File: config.mk
export PLATFORM = sky130hd
export DESIGN_NAME = smtrq_div
export DESIGN_NICKNAME = d
export VERILOG_FILES = /design/src/smt_rename_queue_dispatch_unit_assert.svh /design/src/smtrq_pkg.sv /design/src/smtrq_div.sv
export SDC_FILE = /design/constraint.sdc
export NUM_CORES = 1
export LEC_CHECK = 0
export ABC_AREA = 1
export CAP_MARGIN = 20
export CORE_ASPECT_RATIO = 0.75
export CORE_MARGIN = 2
export CORE_UTILIZATION = 39
export CTS_CLUSTER_DIAMETER = 150
export DETAILED_ROUTE_END_ITERATION = 8
export DONT_BUFFER_PORTS = 1
export GPL_ROUTABILITY_DRIVEN = 0
export PLACE_DENSITY_LB_ADDON = 0.1
export RECOVER_POWER = 25
export SETUP_SLACK_MARGIN = 0.2
export SYNTH_ARGS = -nofsm -noshare
export SYNTH_HDL_FRONTEND = slang
export SYNTH_SLANG_ARGS = --single-unit
File: constraint.sdc
create_clock -name clk -period 1.6 [get_ports clk]
set_clock_uncertainty 0.2 [all_clocks]
set_input_delay 0.32 -clock clk [delete_from_list [all_inputs] [get_ports clk]]
set_output_delay 0.32 -clock clk [all_outputs]
set_load 0.05 [all_outputs]
File: src/smt_rename_queue_dispatch_unit_assert.svh
// Assertion macros shared by the rename queue dispatch RTL.
`ifndef SMT_RENAME_QUEUE_DISPATCH_UNIT_ASSERT_SVH
`define SMT_RENAME_QUEUE_DISPATCH_UNIT_ASSERT_SVH
`ifndef NO_ASSERTIONS
`define SMTRQ_ASSERT_IMP(lbl, clk, rst_n, ante, cons) \
    lbl: assert property (@(posedge clk) disable iff (!rst_n) (ante) |-> (cons)) \
        else $error("smtrq assertion failed");
`define SMTRQ_ASSERT_NXT(lbl, clk, rst_n, ante, cons) \
    lbl: assert property (@(posedge clk) disable iff (!rst_n) (ante) |=> (cons)) \
        else $error("smtrq assertion failed");
`else
`define SMTRQ_ASSERT_IMP(lbl, clk, rst_n, ante, cons)
`define SMTRQ_ASSERT_NXT(lbl, clk, rst_n, ante, cons)
`endif
`endif

File: src/smtrq_pkg.sv
`timescale 1ns / 1ps
package smtrq_pkg;

    localparam int NUM_CONTEXTS_DEF = 4;
    localparam int FIFO_DEPTH_DEF   = 32;
    localparam int MAX_WIDTH_DEF    = 8;

    localparam int MASK_W   = 4;
    localparam int LIMIT_W  = 7;
    localparam int RW_W     = 4;
    localparam int ID_W     = 32;
    localparam int WT_W     = 4;
    localparam int OPN_W    = 3;
    localparam int CTXREQ_W = 2;
    localparam int KIND_W   = 2;
    localparam int SUM_W    = 6;
    localparam int SLOT_W   = 5;
    localparam int DIVS_W   = 4;
    localparam int CX_W     = 3;
    localparam int ADDR_W_CFG = 4;

    typedef enum logic [KIND_W-1:0] {
        KIND_DISPATCH = 2'd0,
        KIND_SUMMARY  = 2'd1,
        KIND_ACK      = 2'd2
    } kind_t;

    localparam logic CMD_ENQ  = 1'b0;
    localparam logic CMD_TICK = 1'b1;

    localparam logic [1:0] REG_RENAME_WIDTH = 2'd0;
    localparam logic [1:0] REG_QUEUE_LIMIT  = 2'd1;
    localparam logic [1:0] REG_ACTIVE_MASK  = 2'd2;
    localparam logic [1:0] REG_IDEAL_MASK   = 2'd3;

    typedef struct packed {
        logic [ID_W-1:0]  id;
        logic [WT_W-1:0]  wt;
        logic             fp;
        logic [OPN_W-1:0] dests;
        logic [OPN_W-1:0] srcs;
    } rec_t;

    typedef struct packed {
        logic               start;
        logic [LIMIT_W-1:0] dividend;
        logic [DIVS_W-1:0]  divisor;
    } div_req_t;

    typedef struct packed {
        logic               done;
        logic [LIMIT_W-1:0] quotient;
    } div_rsp_t;

    function automatic logic mask_bit(input logic [MASK_W-1:0] m, input logic [CX_W-1:0] c);
        return (c < CX_W'(MASK_W)) && m[c[1:0]];
    endfunction

endpackage

File: src/smtrq_div.sv
`timescale 1ns / 1ps
module smtrq_div (
    input  logic               clk,
    input  logic               rst_n,
    input  smtrq_pkg::div_req_t req,
    output smtrq_pkg::div_rsp_t rsp
);
    import smtrq_pkg::*;

    localparam int STEP_W = $clog2(LIMIT_W);

    logic                busy_reg;
    logic                done_reg;
    logic [STEP_W-1:0]   step_reg;
    logic [DIVS_W-1:0]   rem_reg;
    logic [LIMIT_W-1:0]  quo_reg;
    logic [DIVS_W-1:0]   dvs_reg;
    logic [DIVS_W:0]     trial;
    logic [DIVS_W:0]     diff;
    logic                ge;
    logic [DIVS_W-1:0]   rem_next;
    logic [LIMIT_W-1:0]  quo_next;

    // One restoring division step per cycle, most significant quotient bit first.
    always_comb
    begin
        trial    = {rem_reg, quo_reg[LIMIT_W-1]};
        ge       = trial >= {1'b0, dvs_reg};
        diff     = trial - {1'b0, dvs_reg};
        rem_next = ge ? diff[DIVS_W-1:0] : trial[DIVS_W-1:0];
        quo_next = {quo_reg[LIMIT_W-2:0], ge};
    end

    always_ff @(posedge clk or negedge rst_n)
    begin
        if (!rst_n)
        begin
            busy_reg <= 1'b0;
            done_reg <= 1'b0;
            step_reg <= '0;
            rem_reg  <= '0;
            quo_reg  <= '0;
            dvs_reg  <= '0;
        end
        else
        begin
            done_reg <= 1'b0;
            if (req.start)
            begin
                busy_reg <= 1'b1;
                step_reg <= '0;
                rem_reg  <= '0;
                quo_reg  <= req.dividend;
                dvs_reg  <= req.divisor;
            end
            else if (busy_reg)
            begin
                rem_reg <= rem_next;
                quo_reg <= quo_next;
                if (step_reg == STEP_W'(LIMIT_W - 1))
                begin
                    busy_reg <= 1'b0;
                    done_reg <= 1'b1;
                end
                else
                begin
                    step_reg <= step_reg + 1'b1;
                end
            end
        end
    end

    assign rsp.done     = done_reg;
    assign rsp.quotient = quo_reg;

endmodule

==> run summary, run 1 <==
max reg flops: 7
top post-synthesis cells by area: dfrtp_1, nand2_1, ha_1
final WL: 2351 um
Gate Count Post-Synth: 128
Core Area: 2643 sq um
Mapped Area: 1090 sq um
hold depth: 2
synthesis-to-finish area growth: 29.62%
CTS max path bufs: 2
Yosys reg bits: 20
initial antenna violation count: 0
RSZ-0062 raised after global routing: true
worst stage delay on the critical path: 0.42 ns
Mean Syn Cell Area: 8.514 sq um
Vias: 868
slowest CP cell: dfrtp_1
vias per cell: 4.743
metal2 WL: 1062 um
CTS clk-pin slew, worst paths: 0.07 ns
DRT iter0 DRCs: 40
GRT Total Usage: 16.40%
ant diodes: 0
sequential cell area: 511.7 sq um
grt ovf: 0
initial core utilization: 41.24%
pre-CTS setup slack: -0.05158 ns
final hold vios: 0
final worst setup slack: -0.003933 ns
Worst Path Required: 1.54 ns
largest net degree at the start of global routing: 21
Die H: 49.78 um
IO Port Bufs: 0
Max Freq: 623.5 MHz
first-pass GRT wire length: 4057 um
vias in the first global route: 880
Critical Path AT: 1.54 ns
FF-to-FF Start: rem_reg[1]
fin. max-slew vios: 0
# fillers: 254
top routing layer in use: met4
reg2reg setup slack: -0.004 ns
DRT antenna net count: 0
Post-Syn Nets: 149
Residual DRC: 0
leading area contributor after synthesis: dfrtp_1
Std-Cell Rows: 16
Seq/Total Area, Yosys: 45.92%
CTS tree: yes
Met3 Wirelength: 151 um
critical path endpoint category: register
YS warnings: 0
DR WL/cell: 12.85 um
1st-pass router iterations: 4
crit path cell chain: ha_4, nand2_2, inv_2, nand2_2, nand2_2, nand2_4, nand2_4, nand2_1, nand3_1, nand2_1
PwrDens: 1337 nW/um^2
H-Tree Level Count: 1
status: finished, violations left
die extent in x: 65.04 um
Final min period: 1.604 ns
min-delay worst type: input pin to register
CTS root buf: clkbuf_8
r2r worst-path depth: 10
CP startpoint kind: register
VDD IR-drop max: 0.4853 mV
share of layout cells above drive strength 1: 34.01%
# IOs: 22
Setup CP Type: register to register
total CTS buffers: 3
WHS Endpoint: quo_reg[3]
worst skew pair latency: 0.25 ns
violated checks: negative setup slack
Final period util: 100.2%
DP HPWL: 1629 um
clock sink total: 20
area of the multi-input gates: 568.0 sq um
most frequent CP cell: nand2_2
Worst-Margin Slew: 1.052 ns
Crit Path Max Fanout: 5
hold_sp: req[11]
final setup fails: 1
met1 wire length: 1129 um
Fin Setup TNS: -0.003933 ns
proportion of netlist area held by the largest area contributor: 45.92%
max_cap viols: 0
FF-to-FF End: rem_reg[1]
die area: 3238 sq um
max_slew headroom: 29.88%
Leak: 0.6749 nW
Netlist cell types: 25
# nets final: 169
==> worst max path at each step <==
stage / start / end / slack (ns) / cells past startpoint
after floorplan: quo_reg[6] / rem_reg[1] / -0.13 / 6
after global placement: rem_reg[1] / rem_reg[0] / -0.01 / 9
after detailed placement: rem_reg[1] / rem_reg[1] / -0.05 / 7
after CTS: quo_reg[6] / rem_reg[1] / 0.02 / 6
after global routing: rem_reg[1] / rem_reg[0] / -0.07 / 10
final: rem_reg[1] / rem_reg[1] / -0.004 / 10
==> critical path, delay by kind of cell (launching register included) <==
family	cells	cell delay (ns)
adder cells (fa/ha/maj)	1	0.32
flip-flops	1	0.42
buffers and inverters	1	0.05
AND/OR/NAND/NOR	8	0.50
==> Yosys cell counts <==
library cell and n:
dfrtp_1 20, xor2_1 1, a31oi_2 1, buf_2 1, nand2_1 43, buf_4 2, nand2_2 2, o21ai_0 3
o211ai_1 3, o21ai_1 1, fa_1 1, clkinv_1 1, a21oi_2 1, a21oi_1 1, buf_6 1, nand2_4 2
inv_2 3, nor2_4 2, nand3_1 14, nand4_1 1, nor2_1 2, o221ai_1 1, inv_1 14, o22ai_1 1
ha_1 6
==> per-stage QoR <==
stage,instance area [sq um],utilization [%],hold slack (ns),power (mW),std cells
after floorplan,1106,-,-0.1756,1.218,128
after global placement,1150,43.51,-0.1752,1.326,164
after detailed placement,1150,43.51,-0.1752,1.337,164
after CTS,1360,51.47,0.002564,1.805,182
after global routing,1413,53.46,0.01326,2.030,183
final,1413,53.46,0.007044,1.888,183
==> area by class of cell <==
| class | instances | area share [%] |
|---|---|---|
| Timing Repair Buffer | 19 | 12.40 |
| Tap cell | 36 | 3.189 |
| Inverter | 18 | 4.783 |
| Sequential cell | 20 | 36.23 |
| Clock buffer | 4 | 3.189 |
| Multi-Input combinational cell | 86 | 40.21 |
==> routing by layer <==
layer / track usage (%) / up-vias
li1: - / 440
met1: 22.43 / 401
met2: 25.60 / 25
met3: 6.164 / 2
met4: 2.083 / 0
met5: 0 / -
==> where the power goes <==
group,switching [mW],total (mW),internal (mW)
Clock,0.151,0.327,0.177
Sequential,0.166,0.759,0.594
Combinational,0.434,0.802,0.367
Total,0.751,1.89,1.14
==> kinds of logic after synthesis <==
kind of cell,synth area share [%]
adder cells (fa/ha/maj),8.725
buffers and inverters,9.069
AO/OA/AOI/OAI,7.691
flip-flops,45.92
AND/OR/NAND/NOR,27.78
XOR/XNOR,0.8038
==> layout by cell type, fill, tap and decap left out, types with 2 or more instances in the layout <==
cell,instances
nand2_2,9
ha_1,3
dlygate4sd3_1,8
buf_4,7
o21ai_0,3
dfrtp_2,9
nor2_1,2
inv_1,11
nand2_1,36
clkbuf_1,2
nor2_4,2
dfrtp_1,11
o211ai_1,3
nand3_2,2
clkbuf_8,3
ha_4,2
nand2_4,2
nand3_1,11
inv_2,7
==> repair_timing <==
item / 4_1_cts / 5_1_grt
gates resized for setup: 10 / 20
pin swaps: 5 / 11
endpoints found under the hold margin: 28 / 0
hold buffers: 10 / 0
setup buffers: 4 / 1
endpoints found under the setup margin: 11 / 29
Power figures use the tool's default switching activity.
==> run 2: changes to the inputs <==
--- a/config.mk
+++ b/config.mk
@@ -7,9 +7,11 @@
 export LEC_CHECK = 0
 export ABC_AREA = 1
 export CAP_MARGIN = 20
+export CELL_PAD_IN_SITES_DETAIL_PLACEMENT = 0
+export CELL_PAD_IN_SITES_GLOBAL_PLACEMENT = 2
 export CORE_ASPECT_RATIO = 0.75
 export CORE_MARGIN = 2
-export CORE_UTILIZATION = 39
+export CORE_UTILIZATION = 32
 export CTS_CLUSTER_DIAMETER = 150
 export DETAILED_ROUTE_END_ITERATION = 8
 export DONT_BUFFER_PORTS = 1
==> run 2 against run 1 <==
Net effect: the flow now finishes without violations; utilization decreased by 10 points; clock-buffer cell count unchanged; global-route usage fell by 2.7 points; sequential power barely moved; setup slack improved by 0.046 ns; die area rose by 20%; combinational power shrank 11%; sequential share of layout area down 0.057 points.
==> run summary, run 2 (same netlist as run 1, synthesis figures left out) <==
status: complete, no violations
Residual DRC: 0
largest net degree at the start of global routing: 21
initial antenna violation count: 0
VDD IR-drop max: 0.6458 mV
IO Port Bufs: 0
Critical Path AT: 1.52 ns
fin. max-slew vios: 0
grt ovf: 0
Worst Path Required: 1.56 ns
total CTS buffers: 3
sequential share of power: 40.8%
Die H: 54.54 um
Std-Cell Rows: 18
sw power: 0.7158 mW
Crit Path Max Fanout: 5
ant diodes: 0
final setup fails: 0
clock sink total: 20
# IOs: 22
CTS clk-pin slew, worst paths: 0.08 ns
hold depth: 2
initial core utilization: 33.37%
DP HPWL: 1718 um
vias in the first global route: 849
die area: 3893 sq um
H-Tree Level Count: 1
first-pass GRT wire length: 3967 um
Final period util: 97.40%
# nets final: 171
final hold vios: 0
max_slew headroom: 64.58%
Final Core Density: 43.22%
CTS root buf: clkbuf_8
switching part of the total power: 38.50%
DRT antenna net count: 0
Leak: 0.6814 nW
Clock Power Share: 20.8%
final worst setup slack: 0.04167 ns
Final min period: 1.558 ns
Setup CP Type: register to register
synthesis-to-finish area growth: 29.51%
GRT Total Usage: 13.68%
CP startpoint kind: register
1st-pass router iterations: 4
Comb power frac: 38.4%
RSZ-0062 raised after global routing: true
worst skew pair latency: 0.26 ns
CTS max path bufs: 2
CTS tree: yes
most common cell after layout, fill and taps aside: nand2_1
Worst-Margin Slew: 0.5314 ns
share of layout cells above drive strength 1: 28.86%
DR WL/cell: 12.85 um
die extent in x: 71.39 um
most frequent cells in the layout: nand2_1, nand3_1, dfrtp_1, inv_1, dlygate4sd3_1
max_cap viols: 0
vias per cell: 4.624
PwrDens: 1318 nW/um^2
Core Area: 3266 sq um
Vias: 874
r2r worst-path depth: 10
critical path endpoint category: register
final WL: 2428 um
P_int: 1.144 mW
min-delay worst type: input pin to register
pre-CTS setup slack: -0.02485 ns
Fin Setup TNS: 0 ns
Max Freq: 641.7 MHz
DRT iter0 DRCs: 21
max reg flops: 7
==> run 2: changes by cell type in the layout (fill, tap and decap cells not counted), moves of 2 or more <==
cell / change
clkbuf_1: -2
nand3_1: +3
nand2_2: -5
dlygate4sd3_1: +2
buf_4: +2
nand3_2: -2
nand2_1: +5
==> run 2: power by group through the flow <==
stage	Sequential [mW]	Combinational [mW]	Clock, mW
final	0.759	0.713	0.387
after global routing	0.770	0.822	0.424
after CTS	0.754	0.698	0.403
after detailed placement	0.756	0.599	0
after global placement	0.752	0.601	0
after floorplan	0.750	0.469	0
==> run 2: cell type report <==
class | instances | area (sq um)
Sequential cell | 20 | 510.5
Multi-Input combinational cell | 86 | 543.0
Clock buffer | 4 | 55.05
Timing Repair Buffer | 21 | 185.2
Fill cell | 332 | 1854
Tap cell | 40 | 50.05
Inverter | 18 | 67.56
==> run 2: repair_timing <==
action,CTS,global route
buffers inserted,2,1
endpoints found under the hold margin,28,20
resized for setup,7,9
pin swaps,7,2
hold buffers,10,2
endpoints found under the setup margin,12,16
==> run 2: worst max-delay path, cell delays in order (launching register included) <==
cell and delay, ns:
dfrtp_1 0.41, ha_4 0.31, nand2_2 0.06, inv_2 0.04, nand2_2 0.04, nand2_2 0.07, nand2_4 0.07, nand2_4 0.08
nand2_1 0.06, nand3_1 0.07, nand2_1 0.05
==> run 2: path summary, 6_finish.rpt <==
kind                             from         end  slack, ns
hold reg to reg            rem_reg[2]  rem_reg[2]       0.34
hold / removal                 req[7]  quo_reg[3]      0.009
setup / recovery           rem_reg[1]  rem_reg[2]       0.04
min in group asynchronous       rst_n  rem_reg[3]       0.37
setup reg to reg           rem_reg[1]  rem_reg[2]       0.04
max in group asynchronous       rst_n    done_reg       0.44
==> run 2: through the flow <==
stage	instance area (sq um)	power [mW]	std cells	hold slack, ns
after CTS	1376	1.855	186	-0.4620
after floorplan	1106	1.218	128	-0.1756
after global placement	1170	1.353	170	-0.1751
after detailed placement	1170	1.356	170	-0.1747
final	1411	1.859	189	0.008707
after global routing	1411	2.016	189	0.006254
==> run 2: routing by layer <==
| metal | up-vias | GRT usage (%) | routed length (um) |
|---|---|---|---|
| met1 | 405 | 18.59 | 1301 |
| met4 | 0 | 1.887 | 16 |
| met2 | 20 | 21.30 | 1003 |
| met5 | - | 0 | 0 |
| met3 | 2 | 5.341 | 106 |
| li1 | 447 | - | - |
